===== src/design/ffra_pkg.sv =====
// shared types, codes and helpers for the first-fit range allocator
package ffra_pkg;

  localparam logic [32:0] CAP_MAX = 33'h1_0000_0000;

  typedef enum logic [1:0] {
    ST_OK    = 2'd0,
    ST_NOFIT = 2'd1,
    ST_BAD   = 2'd2,
    ST_FULL  = 2'd3
  } alloc_status_e;

  typedef enum logic [3:0] {
    S_INIT, S_IDLE, S_CHK, S_ARD, S_AEV1, S_AEV2, S_RRD, S_REV,
    S_RDEC, S_SRD, S_SWR, S_FIN, S_LST, S_LRD, S_LEV, S_OUT
  } ctl_state_e;

  typedef enum logic [3:0] {
    OP_NONE, OP_INIT, OP_LOAD, OP_CHK, OP_ARD, OP_AEV1, OP_AEV2, OP_RRD,
    OP_REV, OP_RDEC, OP_SRD, OP_SWR, OP_FIN, OP_LST, OP_LRD, OP_LEV
  } dp_op_e;

  typedef struct packed {
    logic is_rel;
    logic bad;
    logic scan_end;
    logic fit;
    logic shift;
    logic lt;
    logic shift_done;
  } dp_status_t;

  function automatic logic [32:0] sat33(input logic [33:0] s);
    sat33 = s[33] ? '1 : s[32:0];
  endfunction

endpackage


===== src/design/ffra_ctrl.sv =====
// controller state machine sequencing scans, shifts and the result beat
module ffra_ctrl import ffra_pkg::*; (
  input  logic       clk_i,
  input  logic       rst_ni,
  input  logic       in_valid_i,
  input  logic       out_ready_i,
  input  dp_status_t status_i,
  output dp_op_e     op_o,
  output logic       in_ready_o,
  output logic       out_valid_o
);

  ctl_state_e state_q, state_d;

  always_ff @(posedge clk_i or negedge rst_ni) begin
    if (!rst_ni) begin
      state_q <= S_INIT;
    end else begin
      state_q <= state_d;
    end
  end

  always_comb begin
    state_d = state_q;
    unique case (state_q)
      S_INIT: state_d = S_IDLE;
      S_IDLE: if (in_valid_i) state_d = S_CHK;
      S_CHK: begin
        if (status_i.bad) state_d = S_LST;
        else state_d = status_i.is_rel ? S_RRD : S_ARD;
      end
      S_ARD:  state_d = status_i.scan_end ? S_LST : S_AEV1;
      S_AEV1: state_d = S_AEV2;
      S_AEV2: begin
        if (!status_i.fit) state_d = S_ARD;
        else state_d = status_i.shift ? S_SRD : S_LST;
      end
      S_RRD:  state_d = status_i.scan_end ? S_RDEC : S_REV;
      S_REV:  state_d = status_i.lt ? S_RRD : S_RDEC;
      S_RDEC: state_d = status_i.shift ? S_SRD : S_LST;
      S_SRD:  state_d = status_i.shift_done ? S_FIN : S_SWR;
      S_SWR:  state_d = S_SRD;
      S_FIN:  state_d = S_LST;
      S_LST:  state_d = S_LRD;
      S_LRD:  state_d = status_i.scan_end ? S_OUT : S_LEV;
      S_LEV:  state_d = S_LRD;
      S_OUT:  if (out_ready_i) state_d = S_IDLE;
      default: state_d = S_IDLE;
    endcase
  end

  always_comb begin
    op_o        = OP_NONE;
    in_ready_o  = 1'b0;
    out_valid_o = 1'b0;
    unique case (state_q)
      S_INIT: op_o = OP_INIT;
      S_IDLE: begin
        in_ready_o = 1'b1;
        if (in_valid_i) op_o = OP_LOAD;
      end
      S_CHK:  op_o = OP_CHK;
      S_ARD:  op_o = OP_ARD;
      S_AEV1: op_o = OP_AEV1;
      S_AEV2: op_o = OP_AEV2;
      S_RRD:  op_o = OP_RRD;
      S_REV:  op_o = OP_REV;
      S_RDEC: op_o = OP_RDEC;
      S_SRD:  op_o = OP_SRD;
      S_SWR:  op_o = OP_SWR;
      S_FIN:  op_o = OP_FIN;
      S_LST:  op_o = OP_LST;
      S_LRD:  op_o = OP_LRD;
      S_LEV:  op_o = OP_LEV;
      S_OUT:  out_valid_o = 1'b1;
      default: ;
    endcase
  end

endmodule


===== config.mk =====
export PLATFORM = sky130hd
export DESIGN_NAME = ffra_ctrl
export DESIGN_NICKNAME = d
export VERILOG_FILES = /design/src/design/ffra_pkg.sv /design/src/design/ffra_ctrl.sv
export SDC_FILE = /design/constraint.sdc
export NUM_CORES = 1
export LEC_CHECK = 0
export CAP_MARGIN = 20
export CORE_UTILIZATION = 35
export CTS_CLUSTER_DIAMETER = 150
export DETAILED_ROUTE_END_ITERATION = 6
export DONT_BUFFER_PORTS = 1
export HOLD_SLACK_MARGIN = 0.15
export SLEW_MARGIN = 0
export SYNTH_ARGS = -nofsm -noshare
export SYNTH_HDL_FRONTEND = slang
export SYNTH_SLANG_ARGS = --single-unit

===== constraint.sdc =====
create_clock -name clk_i -period 1.4 [get_ports clk_i]
set_input_delay 0.28 -clock clk_i [delete_from_list [all_inputs] [get_ports clk_i]]
set_output_delay 0.28 -clock clk_i [all_outputs]
set_load 0.1 [all_outputs]

Word level (Yosys, flattened, before mapping)
Index checks and enable logic that the tools add are counted.
{ "word_totals": {"register_bits": 4, "latchBits": 0, "ramBits": 0, "rom_bits": 0, "inputBits": 11, "output_inout_bits": 6, "wordCells": 37, "memories": 0} }
{ "classes": {"n_addsub": 0, "n_mul": 0, "n_div": 0, "order_cmp": 0, "eq_ne": 17, "shifts": 0, "muxes": 16, "bitwise_logic": 0, "reduce_logical": 3} }
{ "op_table": {"columns": ["operator", "count"], "rows": [
  ["$pmux W4 S15", 2],
  ["$eq A4 B4 Y1 const B", 8],
  ["$mux W4", 7],
  ["$eq A4 B3 Y1 const B", 4],
  ["$eq A4 B2 Y1 const B", 2],
  ["$mux W3", 2],
  ["$eq A4 B1 Y1 const B", 1],
  ["$logic_not A4 Y1", 1],
  ["$mux W1", 4],
  ["$ne A2 B2 Y1 const B", 2],
  ["$mux W2", 1],
  ["$reduce_and A2 Y1", 1],
  ["$reduce_or A2 Y1", 1]
]} }

Longest topological paths before layout
Gate-level depths: netlist (run 1).
{ "depth": {"word_depth": 3, "ltp_mapped": 5, "depth_no_buf": 4} }

Least setup slack after synthesis (run 1)
Ideal clock, no wire load.
{ "synth_timing": {"kind": "flip-flop to output port", "from": "reg state_q[2]", "to": "out in_ready_o", "t_arrival_ps": 2744, "t_required_ps": 1120, "setup_slack_ps": -1624, "stages_incl_launch_ff": 4, "n_path_buf": 2, "cell_sequence": "dfrtp_1 > buf_2 > buf_2 > nor3_1"} }
{ "synth_via": {"elab_chain_cells": 2} }
{ "synth_rtl": {"columns": ["item", "line_no", "rtl"], "rows": [
  ["from (decl)", "ffra_ctrl.sv:13", "ctl_state_e state_q, state_d;"],
  ["from (signal assigned)", "ffra_ctrl.sv:19", "state_q <= state_d;"],
  ["$eq A4 B1 Y1", "ffra_ctrl.sv:56", "unique case (state_q)"],
  ["$mux W1", "ffra_ctrl.sv:56", null],
  ["to (decl)", "ffra_ctrl.sv:9", "output logic in_ready_o,"]
]} }
No other way between the ends.

Worst setup path after layout (run 1)
{ "layout_timing": {"from": "reg state_q[1]", "to": "out op_o[1]"} }
{ "layout_via": {"elab_chain_cells": 2, "elab_cells_between_ends": 16, "classes_between": "14 x eq/ne; 1 x mux; 1 x reduce/logical"} }
{ "layout_rtl": {"columns": ["item", "line_no", "rtl"], "rows": [
  ["$eq A4 B4 Y1, or another cell as far along", "ffra_ctrl.sv:56", null],
  ["$pmux W4 S15 (*)", "ffra_ctrl.sv:56", null],
  ["to (decl)", "ffra_ctrl.sv:8", "output dp_op_e op_o,"]
]} }
Every way passes the cells marked *; elsewhere a longest branch is shown, timed or not.

==> results of run 1 <==
[stage by stage]
step / util / hold slack [ns] / std cells / setup slack [ns] / TNS, ns
after floorplan: - / -0.01559 / 65 / -0.5054 / -2.483
after global placement: 0.6154 / -0.01552 / 96 / -0.05541 / -0.1123
after detailed placement: 0.6154 / -0.01554 / 96 / -0.06960 / -0.1628
after CTS: 0.7645 / 0.1631 / 112 / -0.1849 / -1.153
after global routing: 0.8689 / 0.1530 / 117 / -0.2373 / -1.509
final: 0.8689 / 0.1629 / 117 / -0.2181 / -1.208
[final timing paths]
check | cells after the start | from | slack, ns | endpoint
min | 1 | out_ready_i | 0.16 | state_q[3]$_DFFE_PN0P_
min reg2reg | 2 | state_q[1]$_DFFE_PN0P_ | 0.71 | state_q[3]$_DFFE_PN0P_
max | 4 | state_q[1]$_DFFE_PN0P_ | -0.22 | op_o[1]
max reg2reg | 6 | state_q[0]$_DFFE_PN0P_ | -0.12 | state_q[1]$_DFFE_PN0P_
min in group asynchronous | 1 | rst_ni | 0.31 | state_q[2]$_DFFE_PN0P_
max in group asynchronous | 1 | rst_ni | 0.89 | state_q[0]$_DFFE_PN0P_
[critical path, cell delays in order (launching register included)]
cell and delay (ns):
sky130_fd_sc_hd__dfrtp_2 0.43, sky130_fd_sc_hd__buf_4 0.16, sky130_fd_sc_hd__clkinvlp_4 0.15, sky130_fd_sc_hd__o21ai_4 0.17
sky130_fd_sc_hd__buf_12 0.19
[cells in the final DEF (no fill, tap or decap), types with 2 or more instances in the layout]
| cell | n |
|---|---|
| sky130_fd_sc_hd__clkbuf_4 | 3 |
| sky130_fd_sc_hd__dfrtp_2 | 4 |
| sky130_fd_sc_hd__buf_12 | 8 |
| sky130_fd_sc_hd__nand2b_2 | 2 |
| sky130_fd_sc_hd__xnor2_4 | 2 |
| sky130_fd_sc_hd__nor2_1 | 4 |
| sky130_fd_sc_hd__nand2_1 | 3 |
| sky130_fd_sc_hd__o31ai_4 | 2 |
| sky130_fd_sc_hd__nand2b_1 | 2 |
| sky130_fd_sc_hd__o21ai_0 | 3 |
| sky130_fd_sc_hd__buf_6 | 7 |
| sky130_fd_sc_hd__a2111oi_4 | 2 |
| sky130_fd_sc_hd__clkinvlp_4 | 2 |
| sky130_fd_sc_hd__buf_4 | 22 |
[final cells by class]
class                   instances  area [um^2]
well taps                      15        18.77
multi-input cells              52        546.8
fillers                        66        172.7
clock buffers                   3        22.52
inverters                       4        22.52
repair buffers                 39        429.2
flip-flops and latches          4        105.1
[cell families (layout without fill, tap and decap cells)]
family | Yosys count | count (layout) | synth area share
DFF | 4 | 4 | 0.2000
buffers and inverters | 9 | 46 | 0.07998
and+or+nand+nor | 27 | 27 | 0.2975
AOI/OAI and AO/OA | 23 | 23 | 0.3875
xor gates and xnor gates | 2 | 2 | 0.03501
[routing by layer]
layer | vias to the layer above | global-route usage | wire length [um]
li1 | 323 | - | -
met1 | 345 | 0.3918 | 854
met2 | 60 | 0.4385 | 1051
met3 | 12 | 0.03977 | 219
met4 | 0 | 0.02586 | 80
met5 | - | 0 | 0
[timing repair]
item | CTS | global route
gates resized for setup | 21 | 19
hold endpoints to repair | 4 | 0
pin swaps | 7 | 10
hold buffers | 1 | 0
setup buffers | 12 | 5
endpoints found under the setup margin | 9 | 10
==> impl_summary.log, run 1 <==
[metrics] commonest cells in the synthesized netlist: 6 x sky130_fd_sc_hd__nor2_1, 5 x sky130_fd_sc_hd__buf_2, 5 x sky130_fd_sc_hd__o21ai_0
[metrics] core area: 1318 um^2
[metrics] number of primary I/O pins: 17
[metrics] violations in the final reports: setup timing
[metrics] iteration-0 DRC count of the detailed router: 55
[metrics] type of the setup path with the least slack: reg2out
[metrics] number of synthesized flops with an enable pin: 0
[metrics] Final Hold Fails: 0
[metrics] largest registers: state_q x4
[metrics] deepest level of the CTS H-tree: 1
[metrics] flops & latches, synth: 4
[metrics] Crit. End Element: output port
[metrics] final design area excluding fillers: between 1000 and 1500 um^2
[metrics] Final period util: 1.156
[metrics] total die area: between 1500 and 2000 um^2
[metrics] total congestion overflow after global routing: 0
[metrics] initial antenna violation count: 0
[metrics] die boundary width: approximately 40 um
[metrics] TritonCTS clock tree: done
[metrics] area share of the largest cell type after synthesis: 0.2000
[metrics] worst hold path class: in2reg
[metrics] ratio of cells with drive above 1 in the final layout: 0.7255
[metrics] clock input transition at the sequential cells of the worst setup and hold paths: 0.04 ns
[metrics] average footprint of a synthesized cell: around 7.7 um^2
[metrics] total number of yosys warnings: 0
[metrics] global-route wire length before repair: around 2.8 mm
[metrics] arrival time at the worst endpoint: around 1.3 ns
[metrics] mean routed wirelength per cell: around 19 um
[metrics] die height: 39.82 um
[metrics] Port-buffer cells: 0
[metrics] top-count cell post-synth: sky130_fd_sc_hd__nor2_1
[metrics] highest fanout seen on the critical path: 7
[metrics] cell at the root of the clock tree: sky130_fd_sc_hd__clkbuf_4
[metrics] result of the run: complete, but fails checks
[metrics] first drt pass iteration count: 4
[metrics] register bank with the most flops: state_q
[metrics] share of flip-flops with an asynchronous set or reset after synthesis: 1.000
[metrics] number of antenna-violating nets in the routed design: 0
[metrics] standard-cell rows: 13
[metrics] primary flip-flop cell chosen by synthesis mapping: sky130_fd_sc_hd__dfrtp_1
[metrics] worst endpoint required time: 1.12 ns
[metrics] number of clock sinks: 4
[metrics] max frequency: about 600 MHz
[metrics] biggest area consumer among synthesized cells: sky130_fd_sc_hd__dfrtp_1
[metrics] synthesized net count: 76
[metrics] Post-Synthesis Cells: 65
[metrics] final max-slew violation count: 0
[metrics] starting density of the core: 0.3799
[metrics] worst slew pin tran: 0.3254 ns
[metrics] deepest clock path buffer count: 2
[metrics] minimum clock period: 1.618 ns
[metrics] setup repair after global routing missed its margin: true
[metrics] flip-flop count of the largest register, all copies and words added: 4
[metrics] clock insertion delay at the later pin of the skew report: approximately 0.24 ns
[metrics] final wirelength: between 2 and 2.5 mm
[metrics] detailed-route via count: between 700 and 800
[metrics] largest cells by area after synthesis: sky130_fd_sc_hd__dfrtp_1 20%, sky130_fd_sc_hd__a2111oi_4 5.5%, sky130_fd_sc_hd__buf_2 5.0%
[metrics] CP Launch Type: flop
[metrics] routed vias/inst: approximately 6.3
[metrics] Inserted Clock Buffers: 3
[metrics] DRC Markers: 0
[metrics] vias in the first global route: ~590
[metrics] setup skew after layout: between 0.01 and 0.015 ns
[metrics] cell area after placement: about 810 um^2
[metrics] number of maximum-capacitance violations: 0
[metrics] Unique masters post-synth: 33
[metrics] Slew headroom: 0.7831
[metrics] antenna diode instance count: 0
[metrics] Total Routing Usage GR: 0.2727
[metrics] GPL Wtd Cong: a little under 0.9
[metrics] post-synth design cell area: between 500 and 600 um^2
[metrics] crit path setup slack, layout: -0.2181 ns
[metrics] Layout Area Growth over Synthesis: 128.8%
[metrics] total half-perimeter wirelength after legalization and detailed placement: between 1 and 1.5 mm
[metrics] pin count of the biggest net entering global routing: 8
[metrics] total of endpoints with negative setup slack in the final report: 9
[metrics] Final #Nets: ~120
[metrics] part of the Yosys area used for sequential elements: 0.2000
Power of run 1 is not shown: default switching activity piles up to over one toggle a cycle in this logic, so the estimate is an artifact.
==> run 2: changes to the inputs <==
--- a/config.mk
+++ b/config.mk
@@ -11,6 +11,7 @@
 export DETAILED_ROUTE_END_ITERATION = 6
 export DONT_BUFFER_PORTS = 1
 export HOLD_SLACK_MARGIN = 0.15
+export PLACE_DENSITY = 0.48
 export SLEW_MARGIN = 0
 export SYNTH_ARGS = -nofsm -noshare
 export SYNTH_HDL_FRONTEND = slang
==> run 2 against run 1 <==
The run still ends with setup timing left. Core utilization fell by 7.2 points. Count of clock-buffer cells in the layout did not move. Critical path depth did not move. Clock skew fell by 0.0050 ns. First-iteration DRC count fell by 71%. Sequential cell count did not move. Maximum frequency rose by 0.94%. Final cell count fell by 5.1%. Routed wire length fell by 2.4%. Register-to-register slack barely moved. Critical path type unchanged. Largest cell class unchanged. Highest routed layer unchanged.
==> impl_summary.log, run 2 (synthesis results as in run 1) <==
[metrics] result of the run: complete, but fails checks
[metrics] violations in the final reports: setup timing
[metrics] final cell count without fillers: ~110
[metrics] GRT Max-Usage Layer: met2
[metrics] Worst Min Path Start: status_i[3]
[metrics] core area: ~1300 um^2
[metrics] Final period util: 1.145
[metrics] number of antenna-violating nets in the routed design: 0
[metrics] global-route wire length before repair: ~3.3 mm
[metrics] final max-slew violation count: 0
[metrics] type of the setup path with the least slack: reg2out
[metrics] sequential standard cell area: between 100 and 150 um^2
[metrics] max frequency: approximately 620 MHz
[metrics] Final #Nets: 109
[metrics] CP Launch Type: flop
[metrics] deepest level of the CTS H-tree: 1
[metrics] ratio of cells with drive above 1 in the final layout: 0.5938
[metrics] die height: between 30 and 40 um
[metrics] number of cells on the worst hold path: 2
[metrics] clock insertion delay at the later pin of the skew report: about 0.25 ns
[metrics] arrival time at the worst endpoint: approximately 1.3 ns
[metrics] flip-flop count of the largest register, all copies and words added: 4
[metrics] Slew headroom: 0.7124
[metrics] deepest clock path buffer count: 2
[metrics] global-route met1 utilization: 0.4150
[metrics] worst hold path class: in2reg
[metrics] count of fill cells added during filler insertion: 76
[metrics] pre-CTS worst setup slack: -0.07204 ns
[metrics] Port-buffer cells: 0
[metrics] Layout Area Growth over Synthesis: 109.8%
[metrics] source of the worst register-to-register timing path: state_q[0]$_DFFE_PN0P_
[metrics] Total Routing Usage GR: 0.3329
[metrics] starting density of the core: 0.3799
[metrics] cell at the root of the clock tree: sky130_fd_sc_hd__clkbuf_4
[metrics] cell count after placement: between 90 and 100
[metrics] crit path setup slack, layout: -0.2030 ns
[metrics] total congestion overflow after global routing: 0
[metrics] final wirelength: 2.153 mm
[metrics] vias in the first global route: between 600 and 700
[metrics] pin count of the biggest net entering global routing: 10
[metrics] worst endpoint required time: roughly 1.1 ns
[metrics] standard-cell rows: 13
[metrics] largest registers: state_q x4
[metrics] most frequent cells in the layout: 16 x sky130_fd_sc_hd__buf_4, 7 x sky130_fd_sc_hd__buf_12, 7 x sky130_fd_sc_hd__buf_6
[metrics] register bank with the most flops: state_q
[metrics] GR Layer Usage met3: 0.1364
[metrics] highest fanout seen on the critical path: 8
[metrics] logic depth of the worst register-to-register path: 6
[metrics] clock input transition at the sequential cells of the worst setup and hold paths: about 0.040 ns
[metrics] initial antenna violation count: 0
[metrics] TritonCTS clock tree: done
[metrics] antenna diode instance count: 0
[metrics] minimum clock period: about 1.6 ns
[metrics] Hold Path Sink: state_q[3]$_DFFE_PN0P_
[metrics] GPL Wtd Cong: 0.8480
[metrics] DRC Markers: 0
[metrics] reg2reg setup slack: -0.12 ns
[metrics] iteration-0 DRC count of the detailed router: 16
[metrics] most common cell after layout, fill and taps aside: sky130_fd_sc_hd__buf_4
[metrics] detailed-route via count: ~690
[metrics] die boundary width: around 40 um
[metrics] number of primary I/O pins: 17
[metrics] first drt pass iteration count: 4
[metrics] Critical R2R Capture: state_q[1]$_DFFE_PN0P_
[metrics] Crit. End Element: output port
[metrics] worst slew pin tran: around 0.43 ns
[metrics] total die area: about 1600 um^2
[metrics] Final Hold Fails: 0
[metrics] GRT met2 Usage: 0.4918
[metrics] number of maximum-capacitance violations: 0
[metrics] mean routed wirelength per cell: ~19 um
[metrics] Inserted Clock Buffers: 3
[metrics] total of endpoints with negative setup slack in the final report: 10
[metrics] setup skew after layout: between 0.006 and 0.007 ns
[metrics] area of the multi-input gates: just over 500 um^2
[metrics] setup repair after global routing missed its margin: true
[metrics] number of clock sinks: 4
[metrics] total half-perimeter wirelength after legalization and detailed placement: around 1.2 mm
[metrics] routed vias/inst: about 6.2
run 2: worst max path at each step:
| stage | depth (start not counted) | start | end |
|---|---|---|---|
| after floorplan | 4 | state_q[0]$_DFFE_PN0P_ | op_o[1] |
| after global placement | 4 | state_q[1]$_DFFE_PN0P_ | state_q[1]$_DFFE_PN0P_ |
| after detailed placement | 4 | state_q[1]$_DFFE_PN0P_ | state_q[1]$_DFFE_PN0P_ |
| after CTS | 4 | state_q[0]$_DFFE_PN0P_ | in_ready_o |
| after global routing | 4 | state_q[2]$_DFFE_PN0P_ | in_ready_o |
| final | 4 | state_q[0]$_DFFE_PN0P_ | op_o[1] |
run 2: area by class of cell:
class / instances / area share
sequential: 4 / 0.09893
tap: 15 / 0.01788
inverter: 4 / 0.01788
timing repair buffer: 33 / 0.3564
clock buffer: 3 / 0.02145
multi-input combinational: 52 / 0.4875
run 2: timing repair:
action                                 4_1_cts  5_1_grt
pin swaps                                    9        6
setup endpoints to repair                    8       10
resized for setup                           16       11
endpoints found under the hold margin        5        0
setup buffers                               10        1
hold buffers                                 2        0
run 2: per-stage QoR:
stage / util / hold slack [ns] / cell area (um^2) / setup TNS, ns
after floorplan: - / -0.01559 / 599.3 / -2.483
after global placement: 0.6002 / -0.01549 / 790.8 / -0.1426
after detailed placement: 0.6002 / -0.01550 / 790.8 / -0.2440
after CTS: 0.7569 / 0.2891 / 997.2 / -1.172
after global routing: 0.7968 / 0.3307 / 1050 / -1.573
final: 0.7968 / 0.2905 / 1050 / -1.168
run 2: critical path, cell delays in order (launching register included):
cell and delay, ns:
sky130_fd_sc_hd__dfrtp_2 0.43, sky130_fd_sc_hd__buf_8 0.16, sky130_fd_sc_hd__buf_6 0.12, sky130_fd_sc_hd__o21ai_4 0.16
sky130_fd_sc_hd__buf_12 0.19
run 2: metal layers:
metal,up-vias,routed length (um)
li1,314,-
met1,331,879
met2,33,1055
met3,8,155
met4,0,63
met5,-,0
Power of run 2 is left out for the same reason.
==> run 3: changes to the inputs <==
--- a/config.mk
+++ b/config.mk
@@ -5,6 +5,7 @@
 export SDC_FILE = /design/constraint.sdc
 export NUM_CORES = 1
 export LEC_CHECK = 0
+export ABC_AREA = 1
 export CAP_MARGIN = 20
 export CORE_UTILIZATION = 35
 export CTS_CLUSTER_DIAMETER = 150
==> run 3 against run 2 <==
Count of clock-buffer cells in the layout rose by 1. Synthesized area fell by 0.75%. Non-clock buffer count decreased by 4. First-iteration DRC count up 50%. Critical endpoint is now op_o[2]. Critical path depth increased by 1. The run still ends with setup timing left. Worst setup slack lost 0.067 ns. Via count up 4.1%. Hold slack lost 0.057 ns. Sequential cell count stayed put. Critical path type unchanged. Largest cell class unchanged.
==> impl_summary.log, run 3 <==
[metrics] result of the run: complete, but fails checks
[metrics] violations in the final reports: setup timing
[metrics] iteration-0 DRC count of the detailed router: 24
[metrics] arrival time at the worst endpoint: roughly 1.4 ns
[metrics] clock insertion delay at the later pin of the skew report: 0.24 ns
[metrics] worst hold path class: in2reg
[metrics] largest registers: state_q x4
[metrics] detailed-route via count: ~710
[metrics] part of the Yosys area used for sequential elements: 0.2015
[metrics] antenna diode instance count: 0
[metrics] setup skew after layout: 0.006538 ns
[metrics] Final Hold Fails: 0
[metrics] GPL Wtd Cong: around 0.81
[metrics] die boundary width: about 40 um
[metrics] flip-flop count of the largest register, all copies and words added: 4
[metrics] total number of yosys warnings: 0
[metrics] number of clock sinks: 4
[metrics] final cell count without fillers: ~140
[metrics] Unique masters post-synth: 13
[metrics] vias in the first global route: between 600 and 700
[metrics] Port-buffer cells: 0
[metrics] total of endpoints with negative setup slack in the final report: 6
[metrics] total half-perimeter wirelength after legalization and detailed placement: approximately 1.3 mm
[metrics] sequential standard cell area: about 100 um^2
[metrics] number of primary I/O pins: 17
[metrics] first drt pass iteration count: 4
[metrics] clock input transition at the sequential cells of the worst setup and hold paths: 0.05 ns
[metrics] count of fill cells added during filler insertion: ~110
[metrics] biggest area consumer among synthesized cells: sky130_fd_sc_hd__nand2_1
[metrics] area share of the largest cell type after synthesis: 0.2191
[metrics] routed vias/inst: 5.064
[metrics] flops & latches, synth: 4
[metrics] die height: 39.67 um
[metrics] Slew headroom: 0.8036
[metrics] highest fanout seen on the critical path: 6
[metrics] synthesized net count: 104
[metrics] final wirelength: between 1.5 and 2 mm
[metrics] Layout Area Growth over Synthesis: 96.98%
[metrics] cell at the root of the clock tree: sky130_fd_sc_hd__clkbuf_4
[metrics] DRC Markers: 0
[metrics] initial antenna violation count: 0
[metrics] delay contributed by the slowest stage of the critical path: approximately 0.46 ns
[metrics] number of maximum-capacitance violations: 0
[metrics] Inserted Clock Buffers: 3
[metrics] average footprint of a synthesized cell: 5.341 um^2
[metrics] pre-CTS worst setup slack: -0.07631 ns
[metrics] deepest level of the CTS H-tree: 1
[metrics] register bank with the most flops: state_q
[metrics] share of flip-flops with an asynchronous set or reset after synthesis: 1.000
[metrics] pin count of the biggest net entering global routing: 7
[metrics] total die area: roughly 1600 um^2
[metrics] deepest clock path buffer count: 2
[metrics] critical path, cell by cell: nand2_2 -> buf_6 -> nor2_4 -> nor3_4 -> nand2_4
[metrics] number of antenna-violating nets in the routed design: 0
[metrics] worst slew pin tran: 0.2944 ns
[metrics] number of synthesized flops with an enable pin: 0
[metrics] total congestion overflow after global routing: 0
[metrics] most frequent cells in the layout: 22 x sky130_fd_sc_hd__nand2_1, 18 x sky130_fd_sc_hd__buf_4, 13 x sky130_fd_sc_hd__nor2_1
[metrics] commonest cells in the synthesized netlist: 29 x sky130_fd_sc_hd__nand2_1, 18 x sky130_fd_sc_hd__nor2_1, 11 x sky130_fd_sc_hd__inv_1, 11 x sky130_fd_sc_hd__nand3_1, 6 x sky130_fd_sc_hd__o21ai_0
[metrics] most common cell after layout, fill and taps aside: sky130_fd_sc_hd__nand2_1
[metrics] Final period util: 1.193
[metrics] cell count after placement: between 100 and 150
[metrics] tightest hold margin: 0.2332 ns
[metrics] standard-cell rows: 13
[metrics] Final #Nets: between 100 and 150
[metrics] mean routed wirelength per cell: 13.18 um
[metrics] largest cells by area after synthesis: sky130_fd_sc_hd__nand2_1 22%, sky130_fd_sc_hd__dfrtp_1 20%, sky130_fd_sc_hd__nor2_1 14%
[metrics] minimum clock period: approximately 1.7 ns
[metrics] starting density of the core: 0.3770
[metrics] ratio of cells with drive above 1 in the final layout: 0.5079
[metrics] Crit. End Element: output port
[metrics] max frequency: roughly 600 MHz
[metrics] Post-Synthesis Cells: between 90 and 100
[metrics] worst endpoint required time: 1.12 ns
[metrics] final max-slew violation count: 0
[metrics] primary flip-flop cell chosen by synthesis mapping: sky130_fd_sc_hd__dfrtp_1
[metrics] setup repair after global routing missed its margin: true
[metrics] type of the setup path with the least slack: reg2out
[metrics] top-count cell post-synth: sky130_fd_sc_hd__nand2_1
[metrics] CP Launch Type: flop
[metrics] slowest stage cell, crit path: sky130_fd_sc_hd__dfrtp_2
[metrics] crit path setup slack, layout: -0.2703 ns
[metrics] area of the multi-input gates: between 400 and 500 um^2
[metrics] Layout Utilization: 0.7426
[metrics] core area: about 1300 um^2
[metrics] TritonCTS clock tree: done
[metrics] post-synth design cell area: between 400 and 500 um^2
[metrics] Total Routing Usage GR: 0.2624
[metrics] global-route wire length before repair: roughly 2.6 mm
[run 3: cell count changes after synthesis, moves of 3 or more]
cell,previous run,this run
sky130_fd_sc_hd__o31ai_1,3,0
sky130_fd_sc_hd__buf_2,5,0
sky130_fd_sc_hd__nand2b_1,4,0
sky130_fd_sc_hd__inv_1,3,11
sky130_fd_sc_hd__nand2_1,4,29
sky130_fd_sc_hd__nor2_1,6,18
sky130_fd_sc_hd__nand2_2,0,4
sky130_fd_sc_hd__nand3_1,2,11
[run 3: repair_timing]
action                                  CTS  global route
endpoints found under the setup margin    5             9
hold buffers                              1             0
endpoints found under the hold margin     4             0
cloned                                    0             0
resized for setup                        11            18
pin swaps                                 3             9
buffers inserted                          3             5
[run 3: cell families (layout without fill, tap and decap cells)]
logic type	after synthesis	after routing	share of synthesized area
and+or+nand+nor	69	69	0.6221
buffers and inverters	13	46	0.09824
DFF	4	4	0.2015
AOI/OAI and AO/OA	7	7	0.07809
[run 3: worst paths after layout]
check                                             from                endpoint  slack (ns)  cells past startpoint
worst max-delay path            state_q[2]$_DFFE_PN0P_                 op_o[2]       -0.27                      5
max in group asynchronous                       rst_ni  state_q[0]$_DFFE_PN0P_        0.89                      1
min in group asynchronous                       rst_ni  state_q[3]$_DFFE_PN0P_        0.31                      1
worst min-delay path                       status_i[4]  state_q[3]$_DFFE_PN0P_        0.23                      2
worst min register to register  state_q[3]$_DFFE_PN0P_  state_q[3]$_DFFE_PN0P_        0.83                      5
worst max register to register  state_q[2]$_DFFE_PN0P_  state_q[2]$_DFFE_PN0P_        0.06                      8
[run 3: final cells by class]
type	instances	area share
repair buffers	29	0.2992
well taps	15	0.01918
clock buffers	4	0.02685
multi-input cells	76	0.4949
inverters	13	0.05371
flip-flops and latches	4	0.1061
[run 3: worst max-delay path: cells and delay by family (launching register included)]
family,cells,cell delay (ns)
buffers and inverters,1,0.13
DFF,1,0.46
and+or+nand+nor,4,0.56
[run 3: metal layers]
| layer | track usage | share of wire | up-vias |
|---|---|---|---|
| li1 | - | - | 360 |
| met1 | 0.3231 | 0.44 | 331 |
| met2 | 0.4262 | 0.50 | 18 |
| met3 | 0.03409 | 0.034 | 5 |
| met4 | 0.1552 | 0.024 | 0 |
| met5 | 0 | 0 | - |
[run 3: stage by stage]
step | TNS (ns) | instance area (um^2)
2_1_floorplan | -2.360 | 570.5
3_3_place_gp | -0.07864 | 777.0
3_5_place_dp | -0.07631 | 777.0
4_1_cts | -1.050 | 864.6
5_1_grt | -1.289 | 978.4
6_report | -0.9385 | 978.4
Power of run 3 is left out for the same reason.
